File: src/design/i2cm_pkg.sv
// Types and constants shared by the I2C register access master.
`default_nettype none

package i2cm_pkg;

  localparam logic [7:0] MSB_MASK = 8'h80;

  // a NACK clears the transaction kind; the done tick reports failure on it
  localparam logic [1:0] KIND_FAILED = 2'd0;

  typedef enum logic [1:0] {
    MODE_TICK  = 2'd0,
    MODE_WRITE = 2'd1,
    MODE_READ  = 2'd2,
    MODE_RONLY = 2'd3
  } mode_t;

  // Write groups run bit with SCL low, bit with SCL high, ack with SCL low, ack with SCL high, in four codes each.
  typedef enum logic [4:0] {
    PH_IDLE    = 5'd0,
    PH_ST_A    = 5'd1,
    PH_ST_B    = 5'd2,
    PH_RS_A    = 5'd3,
    PH_RS_B    = 5'd4,
    PH_AW_BIT  = 5'd5,
    PH_AW_LOW  = 5'd6,
    PH_AW_ACKH = 5'd7,
    PH_AW_ACKL = 5'd8,
    PH_RG_BIT  = 5'd9,
    PH_RG_LOW  = 5'd10,
    PH_RG_ACKH = 5'd11,
    PH_RG_ACKL = 5'd12,
    PH_DT_BIT  = 5'd13,
    PH_DT_LOW  = 5'd14,
    PH_DT_ACKH = 5'd15,
    PH_DT_ACKL = 5'd16,
    PH_AR_BIT  = 5'd17,
    PH_AR_LOW  = 5'd18,
    PH_AR_ACKH = 5'd19,
    PH_AR_ACKL = 5'd20,
    PH_RB_PREP = 5'd21,
    PH_RB_HIGH = 5'd22,
    PH_RB_LOW  = 5'd23,
    PH_RA_LOW  = 5'd24,
    PH_RA_HIGH = 5'd25,
    PH_SP_A    = 5'd26,
    PH_SP_B    = 5'd27,
    PH_SP_C    = 5'd28
  } phase_t;

  typedef struct packed {
    phase_t     phase;
    logic [3:0] bit_counter;
    logic [7:0] shift_byte;
    logic [7:0] bytes_left;
    logic [1:0] transaction_kind;
    logic [6:0] saved_device;
    logic [7:0] saved_register;
    logic [7:0] saved_value;
    logic [1:0] line_levels;   // bit0 SCL low, bit1 SDA low
  } i2cm_state_t;

  typedef struct packed {
    mode_t      mode;
    logic [6:0] dev_address;
    logic [7:0] reg_index;
    logic [7:0] write_value;
    logic [7:0] read_count;
    logic       sda_sample;
  } i2cm_cmd_t;

  typedef struct packed {
    logic       scl_pull_low;
    logic       sda_pull_low;
    logic [7:0] read_byte;
    logic       read_valid;
    logic       read_last;
    logic       done_res;
    logic       status;
    logic       busy_res;
  } i2cm_result_t;

endpackage

`default_nettype wire

File: src/design/i2cm_step.sv
// Next-state and result logic for one word of the I2C master.
`default_nettype none

module i2cm_step
  import i2cm_pkg::*;
(
  input  i2cm_state_t  cur,
  input  i2cm_cmd_t    cmd,
  output i2cm_state_t  nxt,
  output i2cm_result_t res
);

  logic [4:0] pv;
  logic [1:0] off;
  logic [4:0] base;
  logic       in_group;
  logic       bit_low;
  logic [3:0] bc_inc;
  logic [7:0] sh_in;
  logic [7:0] bl_dec;
  logic       scl;
  logic       sda;

  assign pv       = cur.phase;
  assign off      = 2'(pv - 5'd1);
  assign base     = pv - {3'b000, off};
  assign in_group = (pv >= 5'(PH_AW_BIT)) && (pv < 5'(PH_RB_PREP));
  assign bit_low  = ((cur.shift_byte & MSB_MASK) == 8'h00);
  assign bc_inc   = cur.bit_counter + 4'd1;
  assign sh_in    = {cur.shift_byte[6:0], cmd.sda_sample};
  assign bl_dec   = cur.bytes_left - 8'd1;

  always_comb begin
    nxt = cur;
    res = '0;
    scl = 1'b0;
    sda = 1'b0;
    if (cur.phase == PH_IDLE) begin
      if (cmd.mode != MODE_TICK) begin
        nxt.saved_device     = cmd.dev_address;
        nxt.saved_register   = cmd.reg_index;
        nxt.saved_value      = cmd.write_value;
        nxt.bytes_left       = cmd.read_count;
        nxt.transaction_kind = cmd.mode;
        nxt.bit_counter      = 4'd0;
        nxt.shift_byte       = 8'h00;
        nxt.phase            = PH_ST_A;
      end
      nxt.line_levels = 2'b00;
    end else if (cmd.mode != MODE_TICK) begin
      // Command while busy: repeat the last interval, advance nothing.
      scl = cur.line_levels[0];
      sda = cur.line_levels[1];
    end else begin
      if (in_group) begin
        case (off)
          2'd0: begin
            scl = 1'b1;
            sda = bit_low;
            nxt.phase = phase_t'(base + 5'd1);
          end
          2'd1: begin
            sda = bit_low;
            nxt.shift_byte  = {cur.shift_byte[6:0], 1'b0};
            nxt.bit_counter = bc_inc;
            nxt.phase = (bc_inc >= 4'd8) ? phase_t'(base + 5'd2) : phase_t'(base);
          end
          2'd2: begin
            scl = 1'b1;
            nxt.phase = phase_t'(base + 5'd3);
          end
          default: begin
            if (cmd.sda_sample) begin
              // NACK: mark failure and stop
              nxt.transaction_kind = KIND_FAILED;
              nxt.phase = PH_SP_A;
            end else if (base == 5'(PH_AW_BIT)) begin
              nxt.shift_byte  = cur.saved_register;
              nxt.bit_counter = 4'd0;
              nxt.phase       = PH_RG_BIT;
            end else if (base == 5'(PH_RG_BIT)) begin
              if (cur.transaction_kind == 2'(MODE_WRITE)) begin
                nxt.shift_byte  = cur.saved_value;
                nxt.bit_counter = 4'd0;
                nxt.phase       = PH_DT_BIT;
              end else begin
                nxt.phase = PH_RS_A;
              end
            end else if (base == 5'(PH_DT_BIT)) begin
              nxt.phase = PH_SP_A;
            end else begin
              nxt.phase = (cur.bytes_left != 8'd0) ? PH_RB_PREP : PH_SP_A;
            end
          end
        endcase
      end else begin
        unique case (cur.phase)
          PH_ST_A: nxt.phase = PH_ST_B;
          PH_ST_B: begin
            sda = 1'b1;
            nxt.bit_counter = 4'd0;
            if (cur.transaction_kind == 2'(MODE_RONLY)) begin
              nxt.shift_byte = {cur.saved_device, 1'b1};
              nxt.phase      = PH_AR_BIT;
            end else begin
              nxt.shift_byte = {cur.saved_device, 1'b0};
              nxt.phase      = PH_AW_BIT;
            end
          end
          PH_RS_A: nxt.phase = PH_RS_B;
          PH_RS_B: begin
            sda = 1'b1;
            nxt.bit_counter = 4'd0;
            nxt.shift_byte  = {cur.saved_device, 1'b1};
            nxt.phase       = PH_AR_BIT;
          end
          PH_RB_PREP: begin
            scl = 1'b1;
            nxt.bit_counter = 4'd0;
            nxt.shift_byte  = 8'h00;
            nxt.phase       = PH_RB_HIGH;
          end
          PH_RB_HIGH: begin
            nxt.shift_byte  = sh_in;
            nxt.bit_counter = bc_inc;
            if (bc_inc >= 4'd8) begin
              res.read_valid = 1'b1;
              res.read_byte  = sh_in;
              res.read_last  = (cur.bytes_left == 8'd1);
            end
            nxt.phase = PH_RB_LOW;
          end
          PH_RB_LOW: begin
            scl = 1'b1;
            nxt.phase = (cur.bit_counter >= 4'd8) ? PH_RA_LOW : PH_RB_HIGH;
          end
          PH_RA_LOW: begin
            scl = 1'b1;
            sda = (cur.bytes_left > 8'd1);
            nxt.phase = PH_RA_HIGH;
          end
          PH_RA_HIGH: begin
            sda = (cur.bytes_left > 8'd1);
            nxt.bytes_left = bl_dec;
            nxt.phase = (bl_dec != 8'd0) ? PH_RB_PREP : PH_SP_A;
          end
          PH_SP_A: begin
            scl = 1'b1;
            sda = 1'b1;
            nxt.phase = PH_SP_B;
          end
          PH_SP_B: begin
            sda = 1'b1;
            nxt.phase = PH_SP_C;
          end
          PH_SP_C: begin
            res.done_res = 1'b1;
            res.status   = (cur.transaction_kind == KIND_FAILED);
            nxt.phase    = PH_IDLE;
          end
          default: nxt.phase = PH_IDLE;
        endcase
      end
      nxt.line_levels = {sda, scl};
    end
    res.scl_pull_low = scl;
    res.sda_pull_low = sda;
    res.busy_res     = (nxt.phase != PH_IDLE);
  end

endmodule

`default_nettype wire

File: src/design/i2c_master_register_access_unit.sv
// Top level of the I2C register access master with its result register.
// Usage:
//   The input channel carries one word per bus delay interval. in_tuser is
//   the mode: a tick (one interval) or a command (register write, register
//   read with repeated start, read-only). A command taken while idle latches
//   the operands in in_tdata and starts a transaction; one taken while busy
//   is dropped and the last line levels are repeated.
//   Every accepted word gives exactly one result word: the SCL and SDA drive
//   levels for the interval, a received byte with its valid flag (out_tlast
//   marks the final byte), and the done, status and busy flags.
//   out_tvalid rises in the cycle after acceptance. Throughput is one word
//   per cycle while the receiver does not stall; the state step is a single
//   pass of logic between the state register and the result register.
//   When the receiver stalls, the result register holds and in_tready drops
//   until it is taken; in_tready stays high in a cycle where it is taken.
//   Synchronous reset (rst_n low) returns the controller to idle with both
//   lines released and empties the result register.
`default_nettype none

module i2c_master_register_access_unit
  import i2cm_pkg::*;
(
  input  wire logic        clk,
  input  wire logic        rst_n,
  input  wire logic        in_tvalid,
  output logic             in_tready,
  // [6:0] dev_address, [14:7] reg_index, [22:15] write_value,
  // [30:23] read_count, [31] sda_sample
  input  wire logic [31:0] in_tdata,
  // [1:0] mode
  input  wire logic [1:0]  in_tuser,
  output logic             out_tvalid,
  input  wire logic        out_tready,
  // [0] scl_pull_low, [1] sda_pull_low, [9:2] read_byte, [10] read_valid,
  // [11] done_res, [12] status, [13] busy_res, [15:14] zero
  output logic [15:0]      out_tdata,
  // read_last
  output logic             out_tlast
);

  i2cm_state_t  state_r;
  i2cm_state_t  state_nxt;
  i2cm_cmd_t    cmd;
  i2cm_result_t res;
  logic         out_valid_r;
  logic [15:0]  out_data_r;
  logic         out_last_r;
  logic         in_fire;

  assign in_tready = !out_valid_r || out_tready;
  assign in_fire   = in_tvalid && in_tready;

  assign cmd.mode        = mode_t'(in_tuser);
  assign cmd.dev_address = in_tdata[6:0];
  assign cmd.reg_index   = in_tdata[14:7];
  assign cmd.write_value = in_tdata[22:15];
  assign cmd.read_count  = in_tdata[30:23];
  assign cmd.sda_sample  = in_tdata[31];

  i2cm_step u_step (
    .cur (state_r),
    .cmd (cmd),
    .nxt (state_nxt),
    .res (res)
  );

  // all-zero state is idle with both lines released
  always_ff @(posedge clk) begin
    if (!rst_n) begin
      state_r <= '0;
    end else if (in_fire) begin
      state_r <= state_nxt;
    end
  end

  always_ff @(posedge clk) begin
    if (!rst_n) begin
      out_valid_r <= 1'b0;
    end else if (in_fire) begin
      out_valid_r <= 1'b1;
    end else if (out_tready) begin
      out_valid_r <= 1'b0;
    end
  end

  // hold the word while stalled, load a fresh one on acceptance
  always_ff @(posedge clk) begin
    if (in_fire) begin
      out_data_r <= {2'b00, res.busy_res, res.status, res.done_res, res.read_valid,
                     res.read_byte, res.sda_pull_low, res.scl_pull_low};
      out_last_r <= res.read_last;
    end
  end

  assign out_tvalid = out_valid_r;
  assign out_tdata  = out_data_r;
  assign out_tlast  = out_last_r;

`ifndef SYNTHESIS
  a_done_not_busy: assert property (@(posedge clk) disable iff (!rst_n)
    out_tvalid |-> !(out_tdata[11] && out_tdata[13]))
    else $error("done and busy reported together");

  a_status_with_done: assert property (@(posedge clk) disable iff (!rst_n)
    (out_tvalid && out_tdata[12]) |-> out_tdata[11])
    else $error("status set without done");

  a_read_lines: assert property (@(posedge clk) disable iff (!rst_n)
    (out_tvalid && out_tdata[10]) |-> (out_tdata[1:0] == 2'b00))
    else $error("read byte completed while a line is driven");

  a_last_with_valid: assert property (@(posedge clk) disable iff (!rst_n)
    (out_tvalid && out_tlast) |-> out_tdata[10])
    else $error("last flag without a read byte");

  a_cmd_starts: assert property (@(posedge clk) disable iff (!rst_n)
    (in_fire && state_r.phase == PH_IDLE && in_tuser != 2'(MODE_TICK))
      |=> (state_r.phase == PH_ST_A && out_tvalid && out_tdata[13]))
    else $error("command taken while idle did not start a transaction");
`endif

endmodule

`default_nettype wire
File: config.mk
export PLATFORM = sky130hd
export DESIGN_NAME = i2c_master_register_access_unit
export DESIGN_NICKNAME = d
export VERILOG_FILES = /design/src/design/i2cm_pkg.sv /design/src/design/i2cm_step.sv /design/src/design/i2c_master_register_access_unit.sv
export SDC_FILE = /design/constraint.sdc
export NUM_CORES = 1
export LEC_CHECK = 0
export BUFFER_PORTS_ARGS = -buffer_cell sky130_fd_sc_hd__clkbuf_2
export CORE_UTILIZATION = 55
export CTS_BUF_LIST = sky130_fd_sc_hd__clkbuf_4 sky130_fd_sc_hd__clkbuf_8 sky130_fd_sc_hd__clkbuf_16
export CTS_CLUSTER_SIZE = 20
export DETAILED_ROUTE_END_ITERATION = 10
export PLACE_DENSITY = 0.87
export SYNTH_ARGS = -nofsm -noshare
export SYNTH_HDL_FRONTEND = slang
export SYNTH_SLANG_ARGS = --single-unit
File: constraint.sdc
create_clock -name clk -period 5.3 [get_ports clk]
set_clock_uncertainty 0.15 [all_clocks]
set_input_delay 0.53 -clock clk [delete_from_list [all_inputs] [get_ports clk]]
set_output_delay 0.53 -clock clk [all_outputs]
set_load 0.02 [all_outputs]
==> results of run 1 <==
-- critical path, cell delays in order (launching register included) --
cell	delay, ps
dfxtp_1	640
inv_1	260
ha_1	390
xor2_2	200
a21oi_2	370
and4_1	240
o31a_1	420
clkinv_1	340
a21boi_0	240
o31a_1	160
nand4_1	80
-- where the power goes --
group / switching, mW / internal (mW) / leakage [nW]
Clock: 0.215 / 0.310 / 0.129
Combinational: 0.264 / 0.139 / 1.17
Sequential: 0.0319 / 0.558 / 0.580
-- cell usage in the layout (no fill, tap or decap), types with 4 or more instances in the layout --
cell type | netlist | final
or2_2 | 4 | 4
a21boi_1 | 5 | 5
xor2_1 | 4 | 4
nand3_1 | 22 | 22
dfxtp_1 | 53 | 53
nor2b_1 | 5 | 5
or3_1 | 5 | 5
nand2b_1 | 9 | 9
inv_1 | 15 | 15
ha_1 | 17 | 17
o21ai_0 | 25 | 25
a22oi_1 | 6 | 6
nor2_1 | 45 | 45
a221oi_1 | 9 | 9
o211a_1 | 5 | 5
clkbuf_8 | 0 | 9
nand2_1 | 105 | 105
o22ai_1 | 4 | 4
nor4_1 | 4 | 4
xnor2_1 | 6 | 6
nand3b_1 | 5 | 5
o31ai_1 | 5 | 5
edfxtp_1 | 15 | 15
a311oi_1 | 5 | 5
clkbuf_2 | 0 | 54
nor3_1 | 15 | 15
o211ai_1 | 10 | 10
a21boi_0 | 28 | 28
a21oi_1 | 19 | 19
a32o_1 | 8 | 8
buf_4 | 2 | 4
and2_1 | 11 | 11
nand4_1 | 4 | 4
-- synthesized netlist by cell type, drive strengths merged (3+ instances only) --
cell	instances	area share
a21oi	20	0.024
a221oi	9	0.018
nand4	4	0.0057
a31oi	3	0.0043
and2	11	0.016
a22oi	6	0.010
o21ai	26	0.030
xor2	5	0.012
buf	11	0.016
clkbuf	27	0.023
inv	16	0.014
a21boi	33	0.057
a311oi	5	0.010
o22ai	4	0.0057
nor4	4	0.0057
o211ai	11	0.020
nor3	15	0.017
ha	17	0.049
o21a	3	0.0051
or3	5	0.0072
o211a	5	0.011
nand3	22	0.025
nand2b	9	0.013
dfxtp	53	0.24
xnor2	7	0.016
or2	5	0.0072
a32o	8	0.018
nor2b	5	0.0072
nand3b	5	0.0086
edfxtp	15	0.10
nor2	46	0.040
o31ai	5	0.0086
nand2	105	0.090
-- flip-flops by register name (all words and copies together) (netlist names) --
signal and count:
out_tlast 1, state_r 52, out_tdata 14, out_tvalid 1
-- metal layers --
layer,up-vias,track usage,routed length [um]
met1,2081,0.409,5230
met5,-,0,0
met4,0,0.115,384
met3,47,0.0662,1170
li1,2057,-,-
met2,270,0.489,5660
-- logic make-up after synthesis --
group	count (synthesis)	synth area share
and+or+nand+nor	243	0.256
AOI/OAI and AO/OA	158	0.263
DFF	68	0.346
buffers and inverters	56	0.0546
adders and majority gates	17	0.0486
xor gates and xnor gates	12	0.0275
muxes	2	0.00458
other	1	0.000858
-- layout make-up --
class / instances / area [um2] / share of cell area
well taps: 102 / 128 / 0.0261
inverters: 18 / 67.6 / 0.0138
flip-flops and latches: 68 / 1510 / 0.309
repair buffers: 58 / 300 / 0.0614
multi-input cells: 434 / 2630 / 0.537
clock inverters: 3 / 47.5 / 0.00973
clock buffers: 13 / 206 / 0.0422
-- metrics by stage --
step                      worst slack, ps  instance area (um2)  utilization
after floorplan                      2270                 4380            -
after CTS                            1610                 4890        0.632
after global routing                 1300                 4890        0.632
after detailed placement             1650                 4630        0.600
final                                1550                 4890        0.632
after global placement               1800                 4630        0.600
-- worst max-delay path by stage --
| stage | to | depth (start not counted) |
|---|---|---|
| detailed placement | out_tdata[13]$_DFFE_PP_ | 10 |
| finish | out_tdata[13]$_DFFE_PP_ | 10 |
| CTS | out_tdata[13]$_DFFE_PP_ | 10 |
| global placement | out_tdata[13]$_DFFE_PP_ | 10 |
| global route | out_tdata[13]$_DFFE_PP_ | 10 |
| floorplan | out_tdata[13]$_DFFE_PP_ | 12 |
==> out/metrics.yaml, run 1 <==
status:
  status: "finished, final reports clean"
setup_path:
  r2r-end: "out_tdata[13]$_DFFE_PP_"
  end_kind: "register"
  r2r_cells: 10
  crit_arrival_ps: 3700
  worstPathMaxFanout: 12
  critPathLaunchType: "register"
  worstReg2RegStart: "state_r[47]$_SDFFE_PN0P_"
  regToRegSetupSlack_ps: 1550
  required_ps: 5250
  crit_path_start: "state_r[47]$_SDFFE_PN0P_"
  crit_type: "reg2reg"
yosys:
  synth_seq_area_share: 0.346
  avgSynthCellArea_um2: 7.85
  synth-seq-cells: 68
  ys_types: 67
  netlist_area_um2: 4370
  synth_ff_type: "dfxtp_1"
  synthCells: 557
  async_flop_share: 0
  ys_warn_count: 0
  synth_edf_count: 15
finish:
  fin_cells: 696
  final_layout_size_suffix_gt1_frac: 0.143
  nets: 644
  diodes: 0
  syn2layout_area_growth_pct: 11.8
  fill_cells: 671
timing:
  setup_viol: 0
  rsz0062_at_grt: "no"
  hold_ws_ps: 254
  finalCritPeriodShare: 0.708
  drv_slew: 0
  period_minus_slack_ps: 3750
  finalSetupTns_ps: 0
  hold_violations: 0
  slew_headroom: 0.218
  max_slew.worst_pin.slew_ps: 1170
  max_freq_mhz: 267
floorplanning:
  core-area_um2: 7730
  die_h_um: 91.2
  ios: 57
  die_w_um: 91.2
  fp-row-count: 32
  die_area_um2: 8310
  initial_core_util: 0.566
worst_hold_path:
  worstHoldStart: "in_tdata[5]"
  worstHoldPathType: "in2reg"
  hold_depth: 3
  hold_path_end: "state_r[23]$_SDFFE_PN0P_"
pwr:
  p_total_mw: 1.52
  power_density_nw_per_um2: 311
  leakage_nw: 1.88
  vdd_drop_max_mv: 0.194
cts:
  clockBufferDepth: 2
  post_cts_resized: 0
  cts_max_level: 3
  clock-sinks: 68
  root_buffer: "clkbuf_8"
  clk_pin_slew_ps: 80
  hold_buffers: 0
  cts_tree: "yes"
  post_cts_buffers: 0
  worstSkewPairLatency_ps: 350
  cts_buffers: 9
placement:
  dp_hpwl_mm: 8.55
  portBuffers: 54
  post-place-cells: 680
  gp_congestion: 1.01
route:
  drc: 0
  wl_per_cell_um: 17.9
  postRouteAntennaNets: 0
  vias: 4455
  firstDrtPassIters: 5
  postRouteWirelength_mm: 12.4
  avgViaCountPerCell: 6.40
  first_iter_violations: 516
global_routing:
  grt_overflow_total: 0
  antenna_found_initial: 0
  grt_max_degree: 51
  grt_pass1_vias: 4002
  grt_use_total: 0.308
  grt_pass1_wl_mm: 20.1
run:
  maxCapViolations: 0
Power figures use the tool's default switching activity.
==> inputs of run 2 (changes only) <==
--- a/config.mk
+++ b/config.mk
@@ -5,12 +5,13 @@
 export SDC_FILE = /design/constraint.sdc
 export NUM_CORES = 1
 export LEC_CHECK = 0
+export ABC_AREA = 1
 export BUFFER_PORTS_ARGS = -buffer_cell sky130_fd_sc_hd__clkbuf_2
 export CORE_UTILIZATION = 55
 export CTS_BUF_LIST = sky130_fd_sc_hd__clkbuf_4 sky130_fd_sc_hd__clkbuf_8 sky130_fd_sc_hd__clkbuf_16
 export CTS_CLUSTER_SIZE = 20
 export DETAILED_ROUTE_END_ITERATION = 10
-export PLACE_DENSITY = 0.87
+export PLACE_DENSITY = 0.88
 export SYNTH_ARGS = -nofsm -noshare
 export SYNTH_HDL_FRONTEND = slang
 export SYNTH_SLANG_ARGS = --single-unit
==> constraint.sdc (replaced) <==
create_clock -name clk -period 3.9 [get_ports clk]
set_clock_uncertainty 0.15 [all_clocks]
set_input_delay 0.39 -clock clk [delete_from_list [all_inputs] [get_ports clk]]
set_output_delay 0.39 -clock clk [all_outputs]
set_load 0.02 [all_outputs]
==> out/metrics.yaml, run 2 <==
pwr:
  p_sw_frac: 0.364  # was 0.336
  seq_power_share: 0.388  # was 0.389
  vdd_drop_max_mv: 0.291  # was 0.194 mV
  power_density_nw_per_um2: 440  # was 311 nW/um2
  power_frac_comb: 0.292  # was 0.265
  pwr-share-clk: 0.321  # was 0.346
  leakage_nw: 2.27  # was 1.88 nW
  p_sw_mw: 0.779  # was 0.510 mW
  intPower_mw: 1.36  # was 1.01 mW
timing:
  rsz0062_at_grt: "no"  # unchanged
  hold_violations: 0  # unchanged
  max_freq_mhz: 311  # was 267 MHz
  finalCritPeriodShare: 0.825  # was 0.708
  drv_slew: 0  # unchanged
  max_slew.worst_pin.slew_ps: 903  # was 1170 ps
  setup_viol: 0  # unchanged
  slew_headroom: 0.397  # was 0.218
  finalSetupTns_ps: 0  # unchanged
  hold_ws_ps: 101  # was 254 ps
  period_minus_slack_ps: 3220  # was 3750 ps
setup_path:
  path_depth: 13  # was 10
  r2r_cells: 13  # was 10
  critPathMaxStageDelay_ps: 410  # was 640 ps
  cp_cell_sequence: "inv_2 -> ha_1 -> inv_1 -> nor2_4 -> clkinv_1 -> ha_1 -> nor2_1 -> nand2_1 -> nor2_1 -> nand3_2 -> inv_2 -> nand3_1 -> a21oi_1"  # was inv_1 -> ha_1 -> xor2_2 -> a21oi_2 -> and4_1 -> o31a_1 -> clkinv_1 -> a21boi_0 -> o31a_1 -> nand4_1
  worst_path_max_delay_cell: "dfxtp_1"  # unchanged
  r2r-end: "state_r[35]$_SDFFE_PN0P_"  # was out_tdata[13]$_DFFE_PP_
  critPathLaunchType: "register"  # unchanged
  worstReg2RegStart: "state_r[47]$_SDFFE_PN0P_"  # unchanged
  required_ps: 4040  # was 5250 ps
  end_kind: "register"  # unchanged
  cp-endpoint: "state_r[35]$_SDFFE_PN0P_"  # was out_tdata[13]$_DFFE_PP_
  critical_path_buf_inv_count: 4  # was 2
  crit_path_start: "state_r[47]$_SDFFE_PN0P_"  # unchanged
  crit_type: "reg2reg"  # unchanged
  regToRegSetupSlack_ps: 680  # was 1550 ps
  worst_path_dominant_cell_family: "simple AND/OR/NAND/NOR gates"  # was compound AO/OA/AOI/OAI gates
  crit_arrival_ps: 3350  # was 3700 ps
  worstPathMaxFanout: 17  # was 12
placement:
  gp_congestion: 0.981  # was 1.01
  dp_hpwl_mm: 8.85  # was 8.55 mm
  post-place-cells: 783  # was 680
  placed_area_um2: 4630  # about the same
  portBuffers: 54  # unchanged
yosys:
  synth_edf_count: 15  # unchanged
  synth_seq_area_share: 0.349  # was 0.346
  netlist_area_um2: 4330  # was 4370 um2
  yosys-top-cells-count: "nand2_1, nor2_1, o21ai_0"  # was nand2_1, dfxtp_1, nor2_1
  synth_top_area_cell: "dfxtp_1"  # unchanged
  yosysMostFrequentCell: "nand2_1"  # unchanged
  avgSynthCellArea_um2: 6.68  # was 7.85 um2
  async_flop_share: 0  # unchanged
  synth_top_area_frac: 0.245  # was 0.243
  synthCells: 648  # was 557
  synth_ff_type: "dfxtp_1"  # unchanged
  ys_warn_count: 0  # unchanged
  ys_types: 41  # was 67
  synthTopCellsByArea: "dfxtp_1, nand2_1, edfxtp_1, nor2_1, o21ai_0"  # was dfxtp_1, edfxtp_1, nand2_1, ha_1, a21boi_0
  synth-seq-cells: 68  # unchanged
route:
  wl_per_cell_um: 15.5  # was 17.9 um
  avgViaCountPerCell: 5.71  # was 6.40
  first_iter_violations: 467  # was 516
  postRouteAntennaNets: 0  # unchanged
  vias: 4563  # was 4455
  drc: 0  # unchanged
  postRouteWirelength_mm: 12.4  # about the same
  firstDrtPassIters: 6  # was 5
global_routing:
  grt_use_total: 0.309  # was 0.308
  grt_pass1_wl_mm: 20.2  # was 20.1 mm
  grt_pass1_vias: 4170  # was 4002
  antenna_found_initial: 0  # unchanged
  grt_max_degree: 46  # was 51
  grt_overflow_total: 0  # unchanged
floorplanning:
  die_w_um: 90.7  # was 91.2 um
  fp-row-count: 31  # was 32
  die_h_um: 90.7  # was 91.2 um
  ios: 57  # unchanged
  core-area_um2: 7410  # was 7730 um2
  die_area_um2: 8230  # was 8310 um2
  initial_core_util: 0.584  # was 0.566
cts:
  cts_buffers: 9  # unchanged
  post_cts_resized: 0  # unchanged
  post_cts_buffers: 0  # unchanged
  root_buffer: "clkbuf_8"  # unchanged
  cts_max_level: 3  # unchanged
  cts_tree: "yes"  # unchanged
  hold_buffers: 0  # unchanged
  worstSkewPairLatency_ps: 360  # was 350 ps
  clock-sinks: 68  # unchanged
  clk_pin_slew_ps: 80  # about the same
  clockBufferDepth: 2  # unchanged
finish:
  mostFrequentLayoutCells: "nand2_1, nor2_1, o21ai_0"  # was nand2_1, clkbuf_2, dfxtp_1
  syn2layout_area_growth_pct: 12.3  # was 11.8%
  largest_reg_flops: 52  # unchanged
  nets: 750  # was 644
  fin_cells: 799  # was 696
  diodes: 0  # unchanged
  stdcell_area_um2: 4860  # was 4890 um2
  final_layout_size_suffix_gt1_frac: 0.154  # was 0.143
  final_common_cell: "nand2_1"  # unchanged
  post-route-util: 0.656  # was 0.632
  max_flop_register: "state_r"  # unchanged
run:
  maxCapViolations: 0  # unchanged
status:
  status: "finished, final reports clean"  # unchanged
worst_hold_path:
  worstHoldPathType: "in2reg"  # unchanged
[run 2: worst min path at each step]
stage                                to  cells after the start                    start
2_1_floorplan   state_r[7]$_SDFFE_PN0P_                      2  state_r[7]$_SDFFE_PN0P_
3_3_place_gp    state_r[7]$_SDFFE_PN0P_                      2  state_r[7]$_SDFFE_PN0P_
3_5_place_dp    state_r[7]$_SDFFE_PN0P_                      2  state_r[7]$_SDFFE_PN0P_
4_1_cts        state_r[14]$_SDFFE_PN0P_                      3             in_tdata[11]
5_1_grt        state_r[16]$_SDFFE_PN0P_                      3             in_tdata[13]
6_report       state_r[14]$_SDFFE_PN0P_                      3             in_tdata[11]
[run 2: stage by stage]
step                      setup slack, ps  power [mW]
after floorplan                      1310        1.30
after global placement                934        1.43
after detailed placement              825        1.45
after CTS                             799        2.12
after global routing                  472        2.25
final                                 682        2.14
[run 2: metal layers]
metal / part of all wire / GRT usage / vias up / wire [um]
met5: 0 / 0 / - / 0
li1: - / - / 2233 / -
met2: 0.44 / 0.477 / 240 / 5410
met3: 0.10 / 0.0800 / 32 / 1250
met1: 0.44 / 0.419 / 2058 / 5430
met4: 0.022 / 0.0995 / 0 / 273
[run 2: worst register-to-register path, stage by stage (launching register included)]
cell	delay (ps)
dfxtp_1	410
inv_2	180
ha_1	230
inv_1	80
nor2_4	160
clkinv_1	360
ha_1	410
nor2_1	150
nand2_1	70
nor2_1	180
nand3_2	310
inv_2	240
nand3_1	90
a21oi_1	120
[run 2: cell families (layout without fill, tap and decap cells)]
family                   count (synthesis)  count (layout)  synth area share
other                                    1               2          0.000867
XOR/XNOR                                 3               3           0.00781
AO/OA/AOI/OAI                          137             137             0.173
adder cells (fa/ha/maj)                 17              17            0.0492
buffers and inverters                   89             140            0.0868
flip-flops                              68              68             0.349
AND/OR/NAND/NOR                        333             333             0.333
[run 2: final cells by class]
type / count / area [um2]
Clock buffer: 12 / 181
Clock inverter: 4 / 52.6
Fill cell: 662 / 2550
Inverter: 66 / 248
Multi-Input combinational cell: 492 / 2440
Sequential cell: 68 / 1510
Tap cell: 99 / 124
Timing Repair Buffer: 58 / 300
[run 2: power by group through the flow]
stage / Combinational, mW / Clock (mW) / Sequential, mW
after floorplan: 0.457 / 0 / 0.840
after CTS: 0.609 / 0.687 / 0.828
after global routing: 0.696 / 0.713 / 0.837
after global placement: 0.590 / 0 / 0.842
final: 0.624 / 0.686 / 0.830
after detailed placement: 0.601 / 0 / 0.844
